`src/rtl/cdsc_pkg.sv`:
```
// Shared package of the cruise distance/speed controller.
// Holds field widths, action/mode/command codes, reset values and the
// command and status structs between the controller and the datapath.
package cdsc_pkg;

  // Field widths.
  localparam int ACTION_W   = 3;
  localparam int GAP_W      = 10;
  localparam int SPEED_W    = 7;
  localparam int DIR_W      = 2;
  localparam int MODE_W     = 3;
  localparam int CMD_W      = 2;
  localparam int TIMEOUT_W  = 16;
  localparam int CFG_IDX_W  = 3;
  localparam int CFG_DATA_W = 16;

  // Proportional speed: (gap span) * (speed span) and its serial quotient.
  localparam int PROD_W    = GAP_W + SPEED_W;
  localparam int DIV_CNT_W = $clog2(PROD_W);

  // Default speed parameters in percent.
  localparam int DEF_MIN_SPEED     = 20;
  localparam int DEF_MAX_SPEED     = 90;
  localparam int DEF_DEFAULT_SPEED = 50;
  localparam int DEF_STEP_UP       = 5;
  localparam int DEF_STEP_DOWN     = 5;
  localparam int DEF_BRAKE_STEP    = 10;

  // Reset values of the stored gaps and the configuration registers.
  localparam logic [GAP_W-1:0]     GAP_RESET           = 10'd500;
  localparam logic [GAP_W-1:0]     RST_FOLLOW_DISTANCE = 10'd100;
  localparam logic [GAP_W-1:0]     RST_EMERGENCY_GAP   = 10'd20;
  localparam logic [GAP_W-1:0]     RST_RESUME_GAP      = 10'd100;
  localparam logic [GAP_W-1:0]     RST_MIN_GAP         = 10'd30;
  localparam logic [GAP_W-1:0]     RST_SIDE_CLEAR_GAP  = 10'd50;
  localparam logic [TIMEOUT_W-1:0] RST_LANE_TIMEOUT    = 16'd20;

  // Configuration register indexes.
  localparam logic [CFG_IDX_W-1:0] CFG_FOLLOW_DISTANCE = 3'd0;
  localparam logic [CFG_IDX_W-1:0] CFG_EMERGENCY_GAP   = 3'd1;
  localparam logic [CFG_IDX_W-1:0] CFG_RESUME_GAP      = 3'd2;
  localparam logic [CFG_IDX_W-1:0] CFG_MIN_GAP         = 3'd3;
  localparam logic [CFG_IDX_W-1:0] CFG_SIDE_CLEAR_GAP  = 3'd4;
  localparam logic [CFG_IDX_W-1:0] CFG_LANE_TIMEOUT    = 3'd5;

  // Action codes.
  localparam logic [ACTION_W-1:0] ACT_UPDATE  = 3'd0;
  localparam logic [ACTION_W-1:0] ACT_ENABLE  = 3'd1;
  localparam logic [ACTION_W-1:0] ACT_DISABLE = 3'd2;
  localparam logic [ACTION_W-1:0] ACT_TARGET  = 3'd3;
  localparam logic [ACTION_W-1:0] ACT_LANE    = 3'd4;

  // Mode codes.
  localparam logic [MODE_W-1:0] MODE_OFF    = 3'd0;
  localparam logic [MODE_W-1:0] MODE_CRUISE = 3'd1;
  localparam logic [MODE_W-1:0] MODE_FOLLOW = 3'd2;
  localparam logic [MODE_W-1:0] MODE_EMERG  = 3'd3;
  localparam logic [MODE_W-1:0] MODE_LEFT   = 3'd4;
  localparam logic [MODE_W-1:0] MODE_RIGHT  = 3'd5;

  // Lane directions and turn commands.
  localparam logic [DIR_W-1:0] DIR_NONE  = 2'd0;
  localparam logic [DIR_W-1:0] DIR_LEFT  = 2'd1;
  localparam logic [DIR_W-1:0] DIR_RIGHT = 2'd2;

  localparam logic [CMD_W-1:0] TURN_NONE  = 2'd0;
  localparam logic [CMD_W-1:0] TURN_LEFT  = 2'd1;
  localparam logic [CMD_W-1:0] TURN_RIGHT = 2'd2;

  // Motor commands.
  localparam logic [CMD_W-1:0] MOTOR_NONE    = 2'd0;
  localparam logic [CMD_W-1:0] MOTOR_FORWARD = 2'd1;
  localparam logic [CMD_W-1:0] MOTOR_STOP    = 2'd2;

  // Commands from the controller to the datapath.
  typedef struct packed {
    logic load_item;
    logic div_load;
    logic div_step;
    logic commit;
  } cmd_t;

  // Status from the datapath to the controller.
  typedef struct packed {
    logic need_div;
    logic div_last;
    logic out_free;
  } sts_t;

endpackage

```
`src/rtl/cdsc_item_if.sv`:
```
// Input channel of the cruise controller: valid/ready plus one action item.
// Depends on cdsc_pkg for the field widths.
interface cdsc_item_if;
  logic                             valid;
  logic                             ready;
  logic [cdsc_pkg::ACTION_W-1:0]    action;
  logic [cdsc_pkg::GAP_W-1:0]       front_gap;
  logic [cdsc_pkg::GAP_W-1:0]       left_gap;
  logic [cdsc_pkg::GAP_W-1:0]       right_gap;
  logic [cdsc_pkg::SPEED_W-1:0]     speed_request;
  logic [cdsc_pkg::DIR_W-1:0]       lane_direction;

  modport source (
    output valid, action, front_gap, left_gap, right_gap, speed_request, lane_direction,
    input  ready
  );
  modport sink (
    input  valid, action, front_gap, left_gap, right_gap, speed_request, lane_direction,
    output ready
  );
endinterface

```
`src/rtl/cdsc_result_if.sv`:
```
// Result channel of the cruise controller: valid/ready plus one status item.
// Depends on cdsc_pkg for the field widths.
interface cdsc_result_if;
  logic                          valid;
  logic                          ready;
  logic [cdsc_pkg::MODE_W-1:0]   mode;
  logic [cdsc_pkg::SPEED_W-1:0]  speed_now;
  logic                          braking;
  logic                          obstacle;
  logic [cdsc_pkg::CMD_W-1:0]    turn_command;
  logic [cdsc_pkg::CMD_W-1:0]    motor_command;

  modport source (
    output valid, mode, speed_now, braking, obstacle, turn_command, motor_command,
    input  ready
  );
  modport sink (
    input  valid, mode, speed_now, braking, obstacle, turn_command, motor_command,
    output ready
  );
endinterface

```
`src/rtl/cdsc_ctrl.sv`:
```
// Sequencing state machine of the cruise controller.
// Depends on cdsc_pkg for the command and status structs.
module cdsc_ctrl (
  input  logic            clk,
  input  logic            rst,
  input  logic            in_valid,
  output logic            in_ready,
  input  cdsc_pkg::sts_t  sts,
  output cdsc_pkg::cmd_t  cmd
);

  typedef enum logic [3:0] {
    ST_IDLE   = 4'b0001,
    ST_MUL    = 4'b0010,
    ST_DIV    = 4'b0100,
    ST_COMMIT = 4'b1000
  } state_t;

  state_t state, state_next;

  // State register.
  always_ff @(posedge clk) begin
    if (rst) begin
      state <= ST_IDLE;
    end else begin
      state <= state_next;
    end
  end

  // Next state and commands.
  always_comb begin
    state_next = state;
    cmd        = '0;
    in_ready   = 1'b0;
    case (state)
      ST_IDLE: begin
        in_ready = 1'b1;
        if (in_valid) begin
          cmd.load_item = 1'b1;
          state_next    = ST_MUL;
        end
      end
      ST_MUL: begin
        // The product is registered into the divider here.
        cmd.div_load = 1'b1;
        state_next   = sts.need_div ? ST_DIV : ST_COMMIT;
      end
      ST_DIV: begin
        cmd.div_step = 1'b1;
        if (sts.div_last) begin
          state_next = ST_COMMIT;
        end
      end
      ST_COMMIT: begin
        if (sts.out_free) begin
          cmd.commit = 1'b1;
          state_next = ST_IDLE;
        end
      end
      default: begin
        state_next = ST_IDLE;
      end
    endcase
  end

endmodule

```
`src/rtl/cdsc_datapath.sv`:
```
// Datapath of the cruise controller: configuration and mode state, the
// proportional speed multiplier, a serial restoring divider and the result
// register. Depends on cdsc_pkg.
module cdsc_datapath #(
  parameter int MIN_SPEED     = cdsc_pkg::DEF_MIN_SPEED,
  parameter int MAX_SPEED     = cdsc_pkg::DEF_MAX_SPEED,
  parameter int DEFAULT_SPEED = cdsc_pkg::DEF_DEFAULT_SPEED,
  parameter int STEP_UP       = cdsc_pkg::DEF_STEP_UP,
  parameter int STEP_DOWN     = cdsc_pkg::DEF_STEP_DOWN,
  parameter int BRAKE_STEP    = cdsc_pkg::DEF_BRAKE_STEP
) (
  input  logic                               clk,
  input  logic                               rst,
  // Configuration writes.
  input  logic                               cfg_we,
  input  logic [cdsc_pkg::CFG_IDX_W-1:0]     cfg_index,
  input  logic [cdsc_pkg::CFG_DATA_W-1:0]    cfg_data,
  // Input payload.
  input  logic [cdsc_pkg::ACTION_W-1:0]      action,
  input  logic [cdsc_pkg::GAP_W-1:0]         front_gap,
  input  logic [cdsc_pkg::GAP_W-1:0]         left_gap,
  input  logic [cdsc_pkg::GAP_W-1:0]         right_gap,
  input  logic [cdsc_pkg::SPEED_W-1:0]       speed_request,
  input  logic [cdsc_pkg::DIR_W-1:0]         lane_direction,
  // Result register.
  output logic                               out_valid,
  input  logic                               out_ready,
  output logic [cdsc_pkg::MODE_W-1:0]        out_mode,
  output logic [cdsc_pkg::SPEED_W-1:0]       out_speed,
  output logic                               out_braking,
  output logic                               out_obstacle,
  output logic [cdsc_pkg::CMD_W-1:0]         out_turn,
  output logic [cdsc_pkg::CMD_W-1:0]         out_motor,
  // Controller link.
  input  cdsc_pkg::cmd_t                     cmd,
  output cdsc_pkg::sts_t                     sts
);

  localparam int GW = cdsc_pkg::GAP_W;
  localparam int SW = cdsc_pkg::SPEED_W;
  localparam int TW = cdsc_pkg::TIMEOUT_W;
  localparam int PW = cdsc_pkg::PROD_W;
  localparam int CW = cdsc_pkg::DIV_CNT_W;

  // Speed arithmetic runs one bit wider than the stored speed.
  localparam logic [SW:0] MinSp   = (SW+1)'(MIN_SPEED);
  localparam logic [SW:0] MaxSp   = (SW+1)'(MAX_SPEED);
  localparam logic [SW:0] DefSp   = (SW+1)'(DEFAULT_SPEED);
  localparam logic [SW:0] StepUp  = (SW+1)'(STEP_UP);
  localparam logic [SW:0] StepDn  = (SW+1)'(STEP_DOWN);
  localparam logic [SW:0] BrakeSt = (SW+1)'(BRAKE_STEP);
  localparam logic [CW-1:0] DivLast = CW'(PW - 1);
  localparam logic [TW-1:0] ElapsedMax = {TW{1'b1}};

  // Configuration registers.
  logic [GW-1:0] follow_distance, emergency_gap, resume_gap, min_gap, side_clear_gap;
  logic [TW-1:0] lane_timeout;

  // Architectural state.
  logic [cdsc_pkg::MODE_W-1:0] mode, mode_next;
  logic [SW-1:0]               speed, speed_next;
  logic [SW-1:0]               target, target_next;
  logic [GW-1:0]               gap_front, gap_front_next;
  logic [GW-1:0]               gap_left, gap_left_next;
  logic [GW-1:0]               gap_right, gap_right_next;
  logic [cdsc_pkg::DIR_W-1:0]  lane_request, lane_request_next;
  logic                        lane_active, lane_active_next;
  logic [TW-1:0]               lane_elapsed, lane_elapsed_next;
  logic                        brake_flag, brake_flag_next;
  logic [cdsc_pkg::CMD_W-1:0]  turn_next, motor_next;
  logic                        obstacle_next;

  // Latched transaction.
  logic [cdsc_pkg::ACTION_W-1:0] item_action;
  logic [GW-1:0]                 item_front, item_left, item_right;
  logic [SW-1:0]                 item_speed;
  logic [cdsc_pkg::DIR_W-1:0]    item_dir;

  // Divider.
  logic [GW-1:0] div_rem;
  logic [PW-1:0] div_quo;
  logic [CW-1:0] div_cnt;

  // Shared terms.
  logic [GW-1:0] fol, den, mul_a;
  logic [SW-1:0] diff;
  logic [PW-1:0] product;
  logic [GW:0]   trial;
  logic          trial_ge;
  logic [SW:0]   req_clamped;

  // Effective following gap and the proportional span.
  assign fol   = (follow_distance > min_gap) ? follow_distance : min_gap;
  assign den   = fol - min_gap;
  assign diff  = ({1'b0, target} > MinSp) ? SW'({1'b0, target} - MinSp) : '0;
  assign mul_a = item_front - min_gap;
  assign product = {{SW{1'b0}}, mul_a} * {{GW{1'b0}}, diff};

  // One restoring division step.
  assign trial    = {div_rem, div_quo[PW-1]};
  assign trial_ge = trial >= {1'b0, den};

  // Speed request clamped up to the minimum, then down to the maximum.
  always_comb begin
    req_clamped = ({1'b0, item_speed} < MinSp) ? MinSp : {1'b0, item_speed};
    if (req_clamped > MaxSp) begin
      req_clamped = MaxSp;
    end
  end

  // Status to the controller.
  assign sts.need_div = (item_action == cdsc_pkg::ACT_UPDATE) &&
                        ((mode == cdsc_pkg::MODE_CRUISE) || (mode == cdsc_pkg::MODE_FOLLOW));
  assign sts.div_last = (div_cnt == DivLast);
  assign sts.out_free = !out_valid || out_ready;

  // Configuration write port.
  always_ff @(posedge clk) begin
    if (rst) begin
      follow_distance <= cdsc_pkg::RST_FOLLOW_DISTANCE;
      emergency_gap   <= cdsc_pkg::RST_EMERGENCY_GAP;
      resume_gap      <= cdsc_pkg::RST_RESUME_GAP;
      min_gap         <= cdsc_pkg::RST_MIN_GAP;
      side_clear_gap  <= cdsc_pkg::RST_SIDE_CLEAR_GAP;
      lane_timeout    <= cdsc_pkg::RST_LANE_TIMEOUT;
    end else if (cfg_we) begin
      case (cfg_index)
        cdsc_pkg::CFG_FOLLOW_DISTANCE: follow_distance <= cfg_data[GW-1:0];
        cdsc_pkg::CFG_EMERGENCY_GAP:   emergency_gap   <= cfg_data[GW-1:0];
        cdsc_pkg::CFG_RESUME_GAP:      resume_gap      <= cfg_data[GW-1:0];
        cdsc_pkg::CFG_MIN_GAP:         min_gap         <= cfg_data[GW-1:0];
        cdsc_pkg::CFG_SIDE_CLEAR_GAP:  side_clear_gap  <= cfg_data[GW-1:0];
        cdsc_pkg::CFG_LANE_TIMEOUT:    lane_timeout    <= cfg_data[TW-1:0];
        default: ;
      endcase
    end
  end

  // Transaction capture.
  always_ff @(posedge clk) begin
    if (cmd.load_item) begin
      item_action <= action;
      item_front  <= front_gap;
      item_left   <= left_gap;
      item_right  <= right_gap;
      item_speed  <= speed_request;
      item_dir    <= lane_direction;
    end
  end

  // Serial divider: the product is loaded, then one quotient bit per cycle.
  always_ff @(posedge clk) begin
    if (cmd.div_load) begin
      div_rem <= '0;
      div_quo <= product;
      div_cnt <= '0;
    end else if (cmd.div_step) begin
      div_rem <= trial_ge ? GW'(trial - {1'b0, den}) : trial[GW-1:0];
      div_quo <= {div_quo[PW-2:0], trial_ge};
      div_cnt <= div_cnt + 1'b1;
    end
  end

  // Next architectural state for the latched transaction.
  always_comb begin
    logic [SW:0] sp;
    logic [SW:0] want;
    logic [SW:0] delta;
    logic        run_lane;
    logic        safe;

    mode_next         = mode;
    speed_next        = speed;
    target_next       = target;
    gap_front_next    = gap_front;
    gap_left_next     = gap_left;
    gap_right_next    = gap_right;
    lane_request_next = lane_request;
    lane_active_next  = lane_active;
    lane_elapsed_next = lane_elapsed;
    brake_flag_next   = brake_flag;
    turn_next         = cdsc_pkg::TURN_NONE;
    motor_next        = cdsc_pkg::MOTOR_NONE;
    sp                = {1'b0, speed};
    want              = {1'b0, target};
    delta             = '0;
    run_lane          = 1'b0;
    safe              = 1'b0;

    case (item_action)
      cdsc_pkg::ACT_UPDATE: begin
        gap_front_next = item_front;
        gap_left_next  = item_left;
        gap_right_next = item_right;
        if (lane_active && (lane_elapsed != ElapsedMax)) begin
          lane_elapsed_next = lane_elapsed + 1'b1;
        end

        if ((mode == cdsc_pkg::MODE_CRUISE) || (mode == cdsc_pkg::MODE_FOLLOW)) begin
          // Speed control.
          if (item_front <= emergency_gap) begin
            mode_next = cdsc_pkg::MODE_EMERG;
          end else begin
            if (item_front < fol) begin
              mode_next = cdsc_pkg::MODE_FOLLOW;
              if (item_front < min_gap) begin
                want = MinSp;
              end else begin
                want = MinSp + {1'b0, div_quo[SW-1:0]};
              end
            end else begin
              mode_next = cdsc_pkg::MODE_CRUISE;
            end
            if (want > sp) begin
              delta = want - sp;
              sp    = sp + ((delta > StepUp) ? StepUp : delta);
            end else if (want < sp) begin
              delta = sp - want;
              sp    = sp - ((delta > StepDn) ? StepDn : delta);
            end
          end

          // Obstacle handling with the fresh side gaps.
          if ((item_front <= min_gap) && (sp[SW-1:0] != '0)) begin
            if (item_left >= side_clear_gap) begin
              lane_request_next = cdsc_pkg::DIR_LEFT;
              mode_next         = cdsc_pkg::MODE_LEFT;
            end else if (item_right >= side_clear_gap) begin
              lane_request_next = cdsc_pkg::DIR_RIGHT;
              mode_next         = cdsc_pkg::MODE_RIGHT;
            end else begin
              mode_next = cdsc_pkg::MODE_EMERG;
            end
          end
          run_lane = 1'b1;
        end else if (mode == cdsc_pkg::MODE_EMERG) begin
          // Emergency deceleration and resume.
          if (sp != '0) begin
            sp              = (sp >= BrakeSt) ? (sp - BrakeSt) : '0;
            brake_flag_next = 1'b1;
          end else begin
            motor_next = cdsc_pkg::MOTOR_STOP;
          end
          if (item_front > resume_gap) begin
            mode_next       = cdsc_pkg::MODE_CRUISE;
            brake_flag_next = 1'b0;
            motor_next      = cdsc_pkg::MOTOR_FORWARD;
          end
        end else if ((mode == cdsc_pkg::MODE_LEFT) || (mode == cdsc_pkg::MODE_RIGHT)) begin
          run_lane = 1'b1;
        end

        // Lane change start and timeout.
        if (run_lane) begin
          if ((lane_request_next != cdsc_pkg::DIR_NONE) && !lane_active_next) begin
            if (lane_request_next == cdsc_pkg::DIR_LEFT) begin
              safe = item_left >= side_clear_gap;
            end else if (lane_request_next == cdsc_pkg::DIR_RIGHT) begin
              safe = item_right >= side_clear_gap;
            end
            if (safe) begin
              lane_active_next  = 1'b1;
              lane_elapsed_next = '0;
              turn_next = (lane_request_next == cdsc_pkg::DIR_LEFT) ?
                          cdsc_pkg::TURN_LEFT : cdsc_pkg::TURN_RIGHT;
            end else begin
              lane_request_next = cdsc_pkg::DIR_NONE;
              lane_active_next  = 1'b0;
              lane_elapsed_next = '0;
            end
          end
          if (lane_active_next && (lane_elapsed_next > lane_timeout)) begin
            lane_request_next = cdsc_pkg::DIR_NONE;
            lane_active_next  = 1'b0;
            lane_elapsed_next = '0;
            mode_next         = cdsc_pkg::MODE_CRUISE;
            motor_next        = cdsc_pkg::MOTOR_FORWARD;
          end
        end
      end
      cdsc_pkg::ACT_ENABLE: begin
        target_next     = req_clamped[SW-1:0];
        sp              = MinSp;
        mode_next       = cdsc_pkg::MODE_CRUISE;
        brake_flag_next = 1'b0;
        motor_next      = cdsc_pkg::MOTOR_FORWARD;
      end
      cdsc_pkg::ACT_DISABLE: begin
        mode_next         = cdsc_pkg::MODE_OFF;
        sp                = '0;
        brake_flag_next   = 1'b0;
        lane_request_next = cdsc_pkg::DIR_NONE;
        motor_next        = cdsc_pkg::MOTOR_STOP;
      end
      cdsc_pkg::ACT_TARGET: begin
        target_next = req_clamped[SW-1:0];
      end
      cdsc_pkg::ACT_LANE: begin
        if (((mode == cdsc_pkg::MODE_CRUISE) || (mode == cdsc_pkg::MODE_FOLLOW)) &&
            ((item_dir == cdsc_pkg::DIR_LEFT) || (item_dir == cdsc_pkg::DIR_RIGHT))) begin
          lane_request_next = item_dir;
        end
      end
      default: ;
    endcase

    speed_next    = sp[SW-1:0];
    obstacle_next = gap_front_next < fol;
  end

  // Architectural state update on commit.
  always_ff @(posedge clk) begin
    if (rst) begin
      mode         <= cdsc_pkg::MODE_OFF;
      speed        <= '0;
      target       <= DefSp[SW-1:0];
      gap_front    <= cdsc_pkg::GAP_RESET;
      gap_left     <= cdsc_pkg::GAP_RESET;
      gap_right    <= cdsc_pkg::GAP_RESET;
      lane_request <= cdsc_pkg::DIR_NONE;
      lane_active  <= 1'b0;
      lane_elapsed <= '0;
      brake_flag   <= 1'b0;
    end else if (cmd.commit) begin
      mode         <= mode_next;
      speed        <= speed_next;
      target       <= target_next;
      gap_front    <= gap_front_next;
      gap_left     <= gap_left_next;
      gap_right    <= gap_right_next;
      lane_request <= lane_request_next;
      lane_active  <= lane_active_next;
      lane_elapsed <= lane_elapsed_next;
      brake_flag   <= brake_flag_next;
    end
  end

  // Result register: holds a transaction until the sink takes it.
  always_ff @(posedge clk) begin
    if (rst) begin
      out_valid <= 1'b0;
    end else if (cmd.commit) begin
      out_valid <= 1'b1;
    end else if (out_ready) begin
      out_valid <= 1'b0;
    end
  end

  always_ff @(posedge clk) begin
    if (cmd.commit) begin
      out_mode     <= mode_next;
      out_speed    <= speed_next;
      out_braking  <= brake_flag_next;
      out_obstacle <= obstacle_next;
      out_turn     <= turn_next;
      out_motor    <= motor_next;
    end
  end

endmodule

```
`src/rtl/cruise_distance_speed_controller_unit.sv`:
```
// Adaptive cruise mode machine: controller and datapath joined by command/status.
// Per accepted transaction an update in cruise or following mode passes the multiply
// state, 17 serial divider steps and the commit state; other items skip the divider.
// One transaction at a time; a new one is taken the cycle after the result is
// registered, while that result may still wait for the sink.
// Synchronous active-high reset restores FSM, config, arch state and out_valid.
module cruise_distance_speed_controller_unit #(
  parameter int MIN_SPEED     = cdsc_pkg::DEF_MIN_SPEED,
  parameter int MAX_SPEED     = cdsc_pkg::DEF_MAX_SPEED,
  parameter int DEFAULT_SPEED = cdsc_pkg::DEF_DEFAULT_SPEED,
  parameter int STEP_UP       = cdsc_pkg::DEF_STEP_UP,
  parameter int STEP_DOWN     = cdsc_pkg::DEF_STEP_DOWN,
  parameter int BRAKE_STEP    = cdsc_pkg::DEF_BRAKE_STEP
) (
  input  logic                            clk,
  input  logic                            rst,
  cdsc_item_if.sink                       item,
  cdsc_result_if.source                   result,
  input  logic                            cfg_we,
  input  logic [cdsc_pkg::CFG_IDX_W-1:0]  cfg_index,
  input  logic [cdsc_pkg::CFG_DATA_W-1:0] cfg_data
);

  cdsc_pkg::cmd_t cmd;
  cdsc_pkg::sts_t sts;
  logic           in_ready;

  assign item.ready = in_ready;

  // Sequencer.
  cdsc_ctrl u_ctrl (
    .clk      (clk),
    .rst      (rst),
    .in_valid (item.valid),
    .in_ready (in_ready),
    .sts      (sts),
    .cmd      (cmd)
  );

  // State, arithmetic and result register.
  cdsc_datapath #(
    .MIN_SPEED     (MIN_SPEED),
    .MAX_SPEED     (MAX_SPEED),
    .DEFAULT_SPEED (DEFAULT_SPEED),
    .STEP_UP       (STEP_UP),
    .STEP_DOWN     (STEP_DOWN),
    .BRAKE_STEP    (BRAKE_STEP)
  ) u_datapath (
    .clk            (clk),
    .rst            (rst),
    .cfg_we         (cfg_we),
    .cfg_index      (cfg_index),
    .cfg_data       (cfg_data),
    .action         (item.action),
    .front_gap      (item.front_gap),
    .left_gap       (item.left_gap),
    .right_gap      (item.right_gap),
    .speed_request  (item.speed_request),
    .lane_direction (item.lane_direction),
    .out_valid      (result.valid),
    .out_ready      (result.ready),
    .out_mode       (result.mode),
    .out_speed      (result.speed_now),
    .out_braking    (result.braking),
    .out_obstacle   (result.obstacle),
    .out_turn       (result.turn_command),
    .out_motor      (result.motor_command),
    .cmd            (cmd),
    .sts            (sts)
  );

endmodule
```
`src/flat_wrapper.sv`:
```
// flat-port wrapper written by rule: the top's interface ports become plain ports
module cruise_distance_speed_controller_unit_flat 
#(
  parameter int MIN_SPEED     = cdsc_pkg::DEF_MIN_SPEED,
  parameter int MAX_SPEED     = cdsc_pkg::DEF_MAX_SPEED,
  parameter int DEFAULT_SPEED = cdsc_pkg::DEF_DEFAULT_SPEED,
  parameter int STEP_UP       = cdsc_pkg::DEF_STEP_UP,
  parameter int STEP_DOWN     = cdsc_pkg::DEF_STEP_DOWN,
  parameter int BRAKE_STEP    = cdsc_pkg::DEF_BRAKE_STEP
)
  (clk, rst, cfg_we, cfg_index, cfg_data, item_valid, item_action, item_front_gap, item_left_gap, item_right_gap, item_speed_request, item_lane_direction, item_ready, result_valid, result_mode, result_speed_now, result_braking, result_obstacle, result_turn_command, result_motor_command, result_ready);
  cdsc_item_if item_i ();
  cdsc_result_if result_i ();
  input  logic clk;
  input  logic rst;
  input  logic cfg_we;
  input  logic [cdsc_pkg::CFG_IDX_W-1:0] cfg_index;
  input  logic [cdsc_pkg::CFG_DATA_W-1:0] cfg_data;
  input wire logic [$bits(item_i.valid)-1:0] item_valid;
  input wire logic [$bits(item_i.action)-1:0] item_action;
  input wire logic [$bits(item_i.front_gap)-1:0] item_front_gap;
  input wire logic [$bits(item_i.left_gap)-1:0] item_left_gap;
  input wire logic [$bits(item_i.right_gap)-1:0] item_right_gap;
  input wire logic [$bits(item_i.speed_request)-1:0] item_speed_request;
  input wire logic [$bits(item_i.lane_direction)-1:0] item_lane_direction;
  output wire logic [$bits(item_i.ready)-1:0] item_ready;
  output wire logic [$bits(result_i.valid)-1:0] result_valid;
  output wire logic [$bits(result_i.mode)-1:0] result_mode;
  output wire logic [$bits(result_i.speed_now)-1:0] result_speed_now;
  output wire logic [$bits(result_i.braking)-1:0] result_braking;
  output wire logic [$bits(result_i.obstacle)-1:0] result_obstacle;
  output wire logic [$bits(result_i.turn_command)-1:0] result_turn_command;
  output wire logic [$bits(result_i.motor_command)-1:0] result_motor_command;
  input wire logic [$bits(result_i.ready)-1:0] result_ready;
  assign item_i.valid = item_valid;
  assign item_i.action = item_action;
  assign item_i.front_gap = item_front_gap;
  assign item_i.left_gap = item_left_gap;
  assign item_i.right_gap = item_right_gap;
  assign item_i.speed_request = item_speed_request;
  assign item_i.lane_direction = item_lane_direction;
  assign item_ready = item_i.ready;
  assign result_valid = result_i.valid;
  assign result_mode = result_i.mode;
  assign result_speed_now = result_i.speed_now;
  assign result_braking = result_i.braking;
  assign result_obstacle = result_i.obstacle;
  assign result_turn_command = result_i.turn_command;
  assign result_motor_command = result_i.motor_command;
  assign result_i.ready = result_ready;
  cruise_distance_speed_controller_unit #(.MIN_SPEED(MIN_SPEED), .MAX_SPEED(MAX_SPEED), .DEFAULT_SPEED(DEFAULT_SPEED), .STEP_UP(STEP_UP), .STEP_DOWN(STEP_DOWN), .BRAKE_STEP(BRAKE_STEP)) u_core (.clk(clk), .rst(rst), .item(item_i), .result(result_i), .cfg_we(cfg_we), .cfg_index(cfg_index), .cfg_data(cfg_data));
endmodule
```
`config.mk`:
```
export PLATFORM = sky130hd
export DESIGN_NAME = cruise_distance_speed_controller_unit_flat
export DESIGN_NICKNAME = d
export VERILOG_FILES = /design/src/rtl/cdsc_pkg.sv /design/src/rtl/cdsc_item_if.sv /design/src/rtl/cdsc_result_if.sv /design/src/rtl/cdsc_ctrl.sv /design/src/rtl/cdsc_datapath.sv /design/src/rtl/cruise_distance_speed_controller_unit.sv /design/src/flat_wrapper.sv
export SDC_FILE = /design/constraint.sdc
export NUM_CORES = 1
export LEC_CHECK = 0
export BUFFER_PORTS_ARGS = -buffer_cell sky130_fd_sc_hd__buf_2
export CELL_PAD_IN_SITES_DETAIL_PLACEMENT = 1
export CELL_PAD_IN_SITES_GLOBAL_PLACEMENT = 2
export CORE_ASPECT_RATIO = 1.25
export CORE_MARGIN = 2
export CORE_UTILIZATION = 30
export CTS_CLUSTER_SIZE = 25
export DETAILED_ROUTE_END_ITERATION = 8
export PLACE_DENSITY = 0.76
export SLEW_MARGIN = 5
export SYNTH_ARGS = -nofsm -noshare
export SYNTH_HDL_FRONTEND = slang
export SYNTH_SLANG_ARGS = --single-unit
```
`constraint.sdc`:
```
create_clock -name clk -period 12 [get_ports clk]
set_clock_uncertainty 0.2 [all_clocks]
set_input_delay 0.6 -clock clk [delete_from_list [all_inputs] [get_ports clk]]
set_output_delay 0.6 -clock clk [all_outputs]
set_load 0.01 [all_outputs]
```
* After elaboration in Yosys (flattened, before gate mapping)
Index checks and enable logic that the tools add are counted.
Operators by class: $add $sub $neg 12, $mul 1, divide/modulo/power cells 0, order comparisons 19, eq/ne operators 28, shift-type cells 0, multiplexer cells 94, bitwise operators 0, reduce and logical (&&, ||, !) cells 34
Operators by type and width (count):
- 7-bit two-way mux | 14
- 16-bit two-way mux | 6
- 8-bit two-way mux | 5
- 2-bit two-way mux | 19
- 17-bit two-way mux | 2
- 10-bit < comparator | 3
- 10-bit two-way mux | 3
- 10-bit subtractor | 3
- 1-bit two-way mux | 27
- 3-bit two-way mux | 8
- 7-bit case mux with 3 select lines | 1
- 10-bit greater-or-equal comparator | 2
- 10-bit > comparator | 2
- 10-bit <= comparator | 2
- 3-bit by 2-bit equality test with 1-bit output (second input constant) | 6
- 10-bit by 7-bit multiplier with 17-bit output | 1
- 16-bit by 1-bit adder with 16-bit output (second input constant) | 1
- 16-bit > comparator | 1
- 8-bit by 3-bit > comparator with 1-bit output (second input constant) | 2
- 4-bit two-way mux | 4
- 16-bit inequality test (second input constant) | 1
- 4-bit case mux with 4 select lines | 1
- 2-bit AND reduction | 8
- 3-bit equality test (second input constant) | 5
- 38 further kinds | 61
Storage, ports and cells: bits in registers 208, bits in latches 0, memory bits (writable) 0, ROM bits 0, memories kept 0

* Depth between registers and ports, before layout
Gate-level depths: netlist of run 1.
depth in word-level cells 35, gate-level depth with buffers 58

* By module
From an unflattened synthesis of run 1, not the netlist that was laid out.
Unflattened totals: cells, all modules 1858, area, all modules 15876.5 um2
Modules (own cells, without submodules):
- cdsc_datapath | times used 1, cells each 1833, area an instance 15623.7 um2, sequential area each 4834.6 um2
- cdsc_ctrl | times used 1, cells each 25, area an instance 252.7 um2, sequential area each 80.1 um2

* Worst setup path after synthesis of run 1
No wires, ideal clock.
kind register to register, from register u_core.u_datapath.min_gap[9], to register u_core.u_datapath.lane_request[1] in the netlist's numbering, setup time 0.074 ns, arrival 10.050 ns, data required time 11.726 ns, setup slack 1.676 ns, cell stages (with the launch flop) 47, path buffers 4, cells stage by stage dfxtp_1 > inv_1 > ha_1 > nand2_1 > o211ai_1 > o31ai_1 > nor2_1 > clkbuf_1 > buf_1 > a21o_1 > inv_1 > ha_1 > and3_1 > and3_1 > nand3_2 > buf_2 > nand2_1 > o31ai_1 > (+11 left out) > a21oi_1 > nor2b_1 > o21a_1 > a2111oi_0 > o21ai_0 > xnor2_1 > and3_1 > a31o_2 > a21oi_1 > clkbuf_1 > a21oi_1 > ha_1 > nand4_1 > or2_2 > o311ai_0 > a21oi_2 > or4_1 > a31oi_1
On the way: longest elaborated chain between the ends 35, elaborated cells between the ends (all ways) 53, classes of those cells 4 x add/sub; 9 x order compare; 2 x eq/ne; 33 x mux; 5 x reduce/logical
Ends and longest elaborated chain:
- from (decl) | RTL line cdsc_datapath.sv:56 | logic [GW-1:0] follow_distance, emergency_gap, resume_gap, min_gap, side_clear_gap;
- from (signal assigned) | RTL line cdsc_datapath.sv:123 | min_gap <= cdsc_pkg::RST_MIN_GAP;
- from (signal assigned) | RTL line cdsc_datapath.sv:131 | cdsc_pkg::CFG_MIN_GAP: min_gap <= cfg_data[GW-1:0];
- 10-bit > comparator | RTL line cdsc_datapath.sv:93 | assign fol = (follow_distance > min_gap) ? follow_distance : min_gap;
- 10-bit two-way mux | RTL line cdsc_datapath.sv:93
- 10-bit < comparator | RTL line cdsc_datapath.sv:204 | if (item_front < fol) begin
- 8-bit two-way mux | RTL line cdsc_datapath.sv:204
- 8-bit two-way mux | RTL line cdsc_datapath.sv:201 | if (item_front <= emergency_gap) begin
- 8-bit two-way mux | RTL line cdsc_datapath.sv:199 | if ((mode == cdsc_pkg::MODE_CRUISE) || (mode == cdsc_pkg::MODE_FOLLOW)) begin
- 8-bit two-way mux | RTL line cdsc_datapath.sv:190 | case (item_action)
- 7-bit by 8-bit subtractor with 8-bit output | RTL line cdsc_datapath.sv:218 | delta = sp - want;
- (+8 left out)
- 7-bit nonzero test | RTL line cdsc_datapath.sv:224 | if ((item_front <= min_gap) && (sp[SW-1:0] != '0)) begin
- 1-bit logical AND (*) | RTL line cdsc_datapath.sv:224
- 2-bit two-way mux (*) | RTL line cdsc_datapath.sv:224
- 2-bit two-way mux (*) | RTL line cdsc_datapath.sv:199
- 2-bit two-way mux (*) | RTL line cdsc_datapath.sv:190
- parallel branches: the longest is 12 deep, another holds 16-bit > comparator
- 2-bit two-way mux (*) | RTL line cdsc_datapath.sv:254 | if (run_lane) begin
- 2-bit case mux with 3 select lines (*) | RTL line cdsc_datapath.sv:190
- to (signal assigned) | RTL line cdsc_datapath.sv:320 | lane_request <= cdsc_pkg::DIR_NONE;
- to (signal assigned) | RTL line cdsc_datapath.sv:331 | lane_request <= lane_request_next;
- to (decl) | RTL line cdsc_datapath.sv:66 | logic [cdsc_pkg::DIR_W-1:0] lane_request, lane_request_next;
Every way passes the cells marked *. The select of a mux whose other input is x is not followed. A chain may end at the register's enable or synchronous reset.

* Worst setup path after layout of run 1
from register u_core.u_datapath.min_gap[9], to register u_core.u_datapath.lane_elapsed[13]
On the way: longest elaborated chain between the ends 34, elaborated cells between the ends (all ways) 50, classes of those cells 4 x add/sub; 9 x order compare; 2 x eq/ne; 30 x mux; 5 x reduce/logical
Ends and longest elaborated chain:
- 10-bit > comparator | RTL line cdsc_datapath.sv:93
- 10-bit two-way mux | RTL line cdsc_datapath.sv:93
- 10-bit < comparator | RTL line cdsc_datapath.sv:204
- 8-bit two-way mux | RTL line cdsc_datapath.sv:204
- 8-bit two-way mux | RTL line cdsc_datapath.sv:201
- 8-bit two-way mux | RTL line cdsc_datapath.sv:199
- 8-bit two-way mux | RTL line cdsc_datapath.sv:190
- 7-bit by 8-bit subtractor with 8-bit output | RTL line cdsc_datapath.sv:218
- (+8 left out)
- 7-bit nonzero test | RTL line cdsc_datapath.sv:224
- 1-bit logical AND (*) | RTL line cdsc_datapath.sv:224
- 2-bit two-way mux (*) | RTL line cdsc_datapath.sv:224
- 2-bit two-way mux (*) | RTL line cdsc_datapath.sv:199
- 2-bit two-way mux (*) | RTL line cdsc_datapath.sv:190
- parallel branches: the longest is 11 deep, another holds 16-bit > comparator
- 16-bit two-way mux (*) | RTL line cdsc_datapath.sv:272 | if (lane_active_next && (lane_elapsed_next > lane_timeout)) begin
- 16-bit two-way mux (*) | RTL line cdsc_datapath.sv:254
- to (signal assigned) | RTL line cdsc_datapath.sv:333 | lane_elapsed <= lane_elapsed_next;
- to (decl) | RTL line cdsc_datapath.sv:68 | logic [TW-1:0] lane_elapsed, lane_elapsed_next;
Marked as above.

==> results of run 1 <==
-- cells in the mapped netlist, types with 4 or more instances --
cell      number  share of area (%)
nand2_1      353                8.3
ha_1         179                 14
inv_1        163                3.8
a21oi_1      151                4.8
dfxtp_1      133                 17
nor2_1       101                2.4
o21ai_0       92                2.9
edfxtp_1      75                 14
a21o_1        56                2.6
clkbuf_1      52                1.2
fa_1          46                5.8
nand3_1       38                1.2
nor3_1        38                1.2
xnor2_1       35                1.9
xor2_1        30                1.7
nand2b_1      29                1.1
nand4_1       25               0.98
and3_1        23               0.90
nor2b_1       23               0.90
nor4_1        20               0.79
o211ai_1      19               0.90
a31oi_1       17               0.67
and2_1        17               0.67
a221o_1       15               0.94
a211oi_1      14               0.66
or3_1         11               0.43
o21a_1         9               0.42
or2_2          9               0.35
mux2i_1        8               0.50
o21bai_1       8               0.38
a211o_1        7               0.39
o31a_1         7               0.39
a21boi_0       6               0.28
a221oi_1       6               0.33
a22o_1         6               0.33
buf_2          6               0.19
o21ai_1        6               0.19
o31ai_1        6               0.28
a22oi_1        5               0.24
nand3b_1       5               0.24
o211a_1        5               0.31
buf_1          4              0.094
o41ai_1        4               0.22
-- stage by stage --
step / hold WS, ns / util, % / power, mW / cells / setup WS, ns
2_1_floorplan: 0.231 / - / 3.08 / 1915 / 1.68
3_3_place_gp: 0.243 / 32.5 / 3.66 / 2627 / 0.584
3_5_place_dp: 0.248 / 32.5 / 3.82 / 2627 / 0.187
4_1_cts: 0.000396 / 34.9 / 4.69 / 2717 / 0.156
5_1_grt: 0.00903 / 35.1 / 5.15 / 2717 / -0.0228
6_report: 0.0364 / 35.1 / 4.63 / 2717 / 0.784
-- worst reg2reg max path, delay by kind of cell (launching register included) --
family	cells	cell delay (ns)
XOR/XNOR	1	0.11
buffers and inverters	9	1.54
flip-flops	1	0.37
AND/OR/NAND/NOR	12	2.09
multiplexers	1	0.13
adder cells (fa/ha/maj)	6	1.77
AO/OA/AOI/OAI	25	4.88
-- layout by cell type (no fill, tap or decap), types with 10 or more instances in the layout --
master	netlist	layout
o211ai_1	19	19
buf_2	6	83
or3_1	11	11
a31oi_1	17	16
a21o_1	56	56
dlygate4sd3_1	0	40
nor3_1	38	37
nand2_1	353	352
nor2_1	101	100
nand4_1	25	25
buf_4	0	19
inv_1	163	162
xor2_1	30	30
and3_1	23	23
nor2b_1	23	23
a21oi_1	151	150
clkbuf_1	52	10
and2_1	17	16
clkbuf_16	0	27
nor4_1	20	19
fa_1	46	46
o21ai_0	92	90
xnor2_1	35	35
dfxtp_1	133	133
nand3_1	38	38
nand2b_1	29	29
a221o_1	15	15
a211oi_1	14	14
ha_1	179	179
edfxtp_1	75	75
-- worst max path at each step --
stage	startpoint	end	slack [ns]	cells past startpoint
final	u_core.u_datapath.min_gap[9]	u_core.u_datapath.lane_elapsed[13]	0.78	54
after global routing	u_core.u_datapath.min_gap[9]	u_core.u_datapath.lane_elapsed[13]	-0.02	58
after CTS	u_core.u_datapath.min_gap[9]	u_core.u_datapath.lane_elapsed[13]	0.16	51
after detailed placement	u_core.u_datapath.min_gap[9]	u_core.u_datapath.lane_elapsed[6]	0.19	51
after global placement	u_core.u_datapath.min_gap[9]	u_core.u_datapath.lane_elapsed[13]	0.58	55
after floorplan	u_core.u_datapath.min_gap[9]	u_core.u_datapath.lane_request[1]	1.68	46
-- what timing repair did --
action / in CTS / in global routing
hold endpoints to repair: 40 / 0
resized for setup: 0 / 15
setup endpoints to repair: 0 / 26
hold buffers: 40 / 0
-- kinds of logic after synthesis --
group | synth area share [%]
AND/OR/NAND/NOR | 20.5
flip-flops | 30.9
AO/OA/AOI/OAI | 19.1
XOR/XNOR | 3.58
adder cells (fa/ha/maj) | 19.9
other | 0.0472
buffers and inverters | 5.45
multiplexers | 0.574
-- power by group --
group | total, mW | switching (mW) | internal [mW]
Sequential | 0.927 | 0.0916 | 0.835
Clock | 0.821 | 0.338 | 0.483
Combinational | 2.88 | 1.66 | 1.22
-- cell type report --
class                      instances  area, um^2
inverter                         164         616
sequential                       208        4910
multi-input combinational       1480       10200
clock buffer                      37         713
clock inverter                    13         163
timing repair buffer             143         970
fill                            6243       34100
tap                              672         841
-- metal layers --
metal  part of all wire (%)  vias to the layer above  GRT usage [%]
met5                      0                        -              0
met4                    2.8                        0           5.48
met3                    3.0                       83           2.05
met2                     50                      195           35.8
met1                     44                     6934           23.3
li1                       -                     6923              -
-- sequential cells by signal, summed over array words and instances, names as in the netlist, 3 cells and up --
register and cells:
u_core.u_datapath.side_clear_gap 10, u_core.u_datapath.item_left 10, u_core.u_ctrl.state 4, u_core.u_datapath.item_action 3
u_core.u_datapath.mode 3, u_core.u_datapath.gap_front 10, u_core.u_datapath.item_front 10, u_core.u_datapath.lane_elapsed 16
u_core.u_datapath.target 7, u_core.u_datapath.out_speed 7, u_core.u_datapath.out_mode 3, u_core.u_datapath.div_quo 17
u_core.u_datapath.min_gap 10, u_core.u_datapath.item_speed 7, u_core.u_datapath.div_cnt 5, u_core.u_datapath.emergency_gap 10
u_core.u_datapath.speed 7, u_core.u_datapath.div_rem 10, u_core.u_datapath.resume_gap 10, u_core.u_datapath.lane_timeout 16
u_core.u_datapath.follow_distance 10, u_core.u_datapath.item_right 10
==> reports/results.txt, run 1 <==
Run status: completed
Synth Cell Area: 15900 um^2
Number of flops mapped to enable cells by yosys: 75
Starting density of the core: 30.3%
CTS clk-pin slew, worst paths: 0.06 ns
Initial antenna violation count: 0
Remaining DRCs: 0
Worst hold endpoint: u_core.u_datapath.item_front[8]
Tot GR Track Use: 19.2%
Iter 0 DRT Violations: 482
Hold path cells: 1
Reg2Reg Setup Slack: 0.78 ns
Critical path's slowest cell: fa_1
Delay-heaviest family, CP: compound AO/OA/AOI/OAI gates
Via density: 5.20
Endpoints failing setup: 0
Buffer depth of the longest clock path: 3
CTS tree: yes
I/O pin count: 84
Die Area: 54900 um^2
Critical Path Max Stage Delay: 0.39 ns
WL final: 52200 um
Layout cell share with drive strength beyond 1: 8.61%
Ys Warns: 0
Htree depth: 1
Critical path peak fanout: 19
Vias in the first global route: 15300
Diodes inserted: 0
Yosys reg bits: 208
Crit path time final: 11.22 ns
Netlist cell types: 79
Fin nets: 2315
Period utilization: 93.5%
Worst slew pin tran: 1.11 ns
Pwr per Cell Area: 251 nW/um^2
Routability cong.: 0.856
Sequential cell area fraction in the yosys report: 30.9%
R2R depth: 54
Total core area: 52600 um^2
Post-placement cell area: 17100 um^2
RR Startpoint: u_core.u_datapath.min_gap[9]
Total number of vias: 14100
Die Y: 261 um
Buf+Inv Stages, Crit Path: 9
Area Overhead vs Synth: 15.9%
P_leak: 7.88 nW
Congestion Overflow GR: 0
Setup tns final: 0 ns
First-pass GRT wire length: 83600 um
Async set-reset flop share out of synthesis: 0%
IO buf count: 83
Crit path kind: reg -> reg
Capturing point of the worst reg2reg path: u_core.u_datapath.lane_elapsed[13]
Avg Cell Area, Syn: 8.32 um^2
Top_reg_cell synth: dfxtp_1
Peak supply drop: 0.000328 V
Rows: 94
Chip width: 210 um
Max Clk Rate: 89.2 MHz
Num CTS Buffers: 27
Hold_sp: item_front_gap[8]
CP Data Required Time: 12.25 ns
Design area: 18400 um^2
Root Driver: clkbuf_16
Cells after synthesis: 1911
Worst Setup End Kind: flop
Crit path DAT: 11.47 ns
Clk_lat worst skew: 0.58 ns
Postcts setup bufs: 0
Post-DP HPWL: 39800 um
Post-DR wirelength/cell: 19.2 um
# clock sinks: 208
Worst slew margin: 26.1%
Detailed Routing Iterations Pass 1: 6
Slew Limit Fails: 0
CP startpoint kind: flop
Hold crit path type: in -> reg
Maxcap violations: 0
Largest net degree at the start of global routing: 80
CP most frequent cell: ha_1
Final hold violation count: 0
Routed Antenna Nets: 0
(Power assumes the default switching activity.)
==> inputs of run 2 (changes only) <==
Settings changed: CORE_ASPECT_RATIO 1.25 to not set.
==> reports/results.txt, run 2 (synthesized netlist as in run 1, its figures left out) <==
Run status: completed
Crit path DAT: 11.41 ns (-0.06 ns)
Final core utilization: 34.6% (-0.44 points)
Detailed Routing Iterations Pass 1: 5 (-1)
Max reg flops: 17 (unchanged)
Setup tns final: 0 ns (unchanged)
Most frequent cells in the layout: nand2_1 (352), ha_1 (177), inv_1 (162), a21oi_1 (151), dfxtp_1 (133)
Root Driver: clkbuf_16
Num CTS Buffers: 27 (unchanged)
Total number of vias: 14200 (+0.13%)
Via density: 5.22 (+0.39%)
Die Y: 234 um (-10%)
Endpoints failing setup: 0 (unchanged)
Pwr per Cell Area: 247 nW/um^2 (-1.5%)
Post-DR wirelength/cell: 18.9 um (-1.6%)
Starting density of the core: 30.3% (+0.074 points)
Tot GR Track Use: 18.8% (-0.37 points)
Critical path's slowest cell: or4_1
Hold path cells: 1 (unchanged)
Top flop regs: u_core.u_datapath.div_quo (17), u_core.u_datapath.lane_elapsed (16), u_core.u_datapath.lane_timeout (16)
Hold crit path type: in -> reg
Fin nets: 2292 (-0.99%)
# clock sinks: 208 (unchanged)
Vias in the first global route: 14700 (-3.9%)
Slew Limit Fails: 0 (unchanged)
Total power draw: 4.49 mW (-3.0%)
P_leak: 7.79 nW (-1.2%)
Post-route setup slack: 0.852 ns (+0.0684 ns)
Worst slew margin: 21.2% (-4.9 points)
R2R depth: 55 (+1.9%)
Worst hold endpoint: u_core.u_datapath.item_speed[1]
Largest net degree at the start of global routing: 57 (-29%)
CTS tree: yes
Chip width: 234 um (+12%)
Hold_sp: item_speed_request[1]
Critical Path Max Stage Delay: 0.51 ns (+0.12 ns)
CP Data Required Time: 12.26 ns (about the same)
Setup Slack @ Placement: -0.208 ns (-0.395 ns)
Multi-input logic area: 10200 um^2 (-0.12%)
Fillers: 6246 (+0.048%)
Crit path time final: 11.15 ns (-0.0684 ns)
Capturing point of the worst reg2reg path: u_core.u_datapath.lane_request[1]
Iter 0 DRT Violations: 736 (+53%)
IO buf count: 83 (unchanged)
Crit path kind: reg -> reg
CTS clk-pin slew, worst paths: 0.06 ns (about the same)
Total core area: 52400 um^2 (-0.24%)
Area Overhead vs Synth: 14.2%
CP startpoint kind: flop
First-pass GRT wire length: 81500 um (-2.5%)
I/O pin count: 84 (unchanged)
Critical path peak fanout: 16 (-3)
Maxcap violations: 0 (unchanged)
Reg2Reg Setup Slack: 0.85 ns (+0.07 ns)
Peak supply drop: 0.000280 V (-14%)
Final hold violation count: 0 (unchanged)
Worst slew pin tran: 1.18 ns (+0.0736 ns)
Routed Antenna Nets: 0 (unchanged)
WL final: 51200 um (-1.9%)
Clk_lat worst skew: 0.57 ns (about the same)
Rows: 84 (-11%)
Routability cong.: 0.881 (+2.8%)
Period utilization: 92.9% (-0.57 points)
Max Clk Rate: 89.7 MHz (+0.61%)
Htree depth: 1 (unchanged)
Layout cell share with drive strength beyond 1: 9.25% (+0.65 points)
Commonest non-fill, non-tap cell in the layout: nand2_1
Congestion Overflow GR: 0 (unchanged)
Initial antenna violation count: 2 (+2)
Remaining DRCs: 0 (unchanged)
Biggest register: u_core.u_datapath.div_quo
Post-DP HPWL: 39000 um (-2.1%)
Die Area: 54900 um^2 (about the same)
Buffer depth of the longest clock path: 3 (unchanged)
RR Startpoint: u_core.u_datapath.min_gap[9]
Worst Setup End Kind: flop
Reg area: 4910 um^2 (unchanged)
Hold Slack: 0.0291 ns (-0.00728 ns)
CP most frequent cell: a21oi_1
-- run 2: worst max-delay path: cells and delay by family, from the launching register on --
family | cells | cell delay (ns)
flops | 1 | 0.36
xor+xnor | 1 | 0.17
buf+inv | 6 | 0.90
compound gates | 26 | 4.63
fa+ha+maj | 5 | 1.66
mux | 1 | 0.11
simple gates | 16 | 3.01
-- run 2: worst max path at each step --
stage               slack [ns]  depth (start not counted)                    startpoint                            endpoint
CTS                       0.08                         52  u_core.u_datapath.min_gap[9]  u_core.u_datapath.lane_elapsed[14]
detailed placement       -0.21                         51  u_core.u_datapath.min_gap[9]  u_core.u_datapath.lane_elapsed[14]
global placement          0.25                         44  u_core.u_datapath.min_gap[9]   u_core.u_datapath.lane_elapsed[0]
floorplan                 1.68                         46  u_core.u_datapath.min_gap[9]   u_core.u_datapath.lane_request[1]
global route             -0.04                         54  u_core.u_datapath.min_gap[9]   u_core.u_datapath.lane_request[1]
finish                    0.85                         55  u_core.u_datapath.min_gap[9]   u_core.u_datapath.lane_request[1]
-- run 2: repair_timing --
action / CTS / global route
buffers inserted: 0 / 5
gates resized for setup: 1 / 13
setup endpoints to repair: 17 / 26
cloned: 0 / 1
hold buffers: 12 / 0
pin swaps: 0 / 2
endpoints found under the hold margin: 12 / 0
-- run 2: report_power, final --
part | switching (mW) | internal, mW
sequential | 0.0938 | 0.835
clock | 0.331 | 0.451
combinational | 1.59 | 1.19
-- run 2: cell type report --
| type | instances | area share (%) |
|---|---|---|
| Clock buffer | 33 | 4.01 |
| Antenna cell | 1 | 0.0138 |
| Clock inverter | 16 | 0.634 |
| Multi-Input combinational cell | 1481 | 56.2 |
| Inverter | 164 | 3.39 |
| Timing Repair Buffer | 119 | 3.96 |
| Sequential cell | 208 | 27.1 |
| Tap cell | 688 | 4.74 |
-- run 2: per-layer routing --
metal	track usage, %	vias up	wire, um
met5	0	-	0
met2	31.9	219	24100
li1	-	6886	-
met4	4.75	0	1170
met1	25.6	6981	24400
met3	2.04	67	1490
-- run 2: metrics by stage --
| step | cell area [um^2] | std cells |
|---|---|---|
| floorplan | 15900 | 1915 |
| global placement | 17100 | 2642 |
| detailed placement | 17100 | 2642 |
| CTS | 18100 | 2703 |
| global route | 18200 | 2710 |
| finish | 18200 | 2710 |
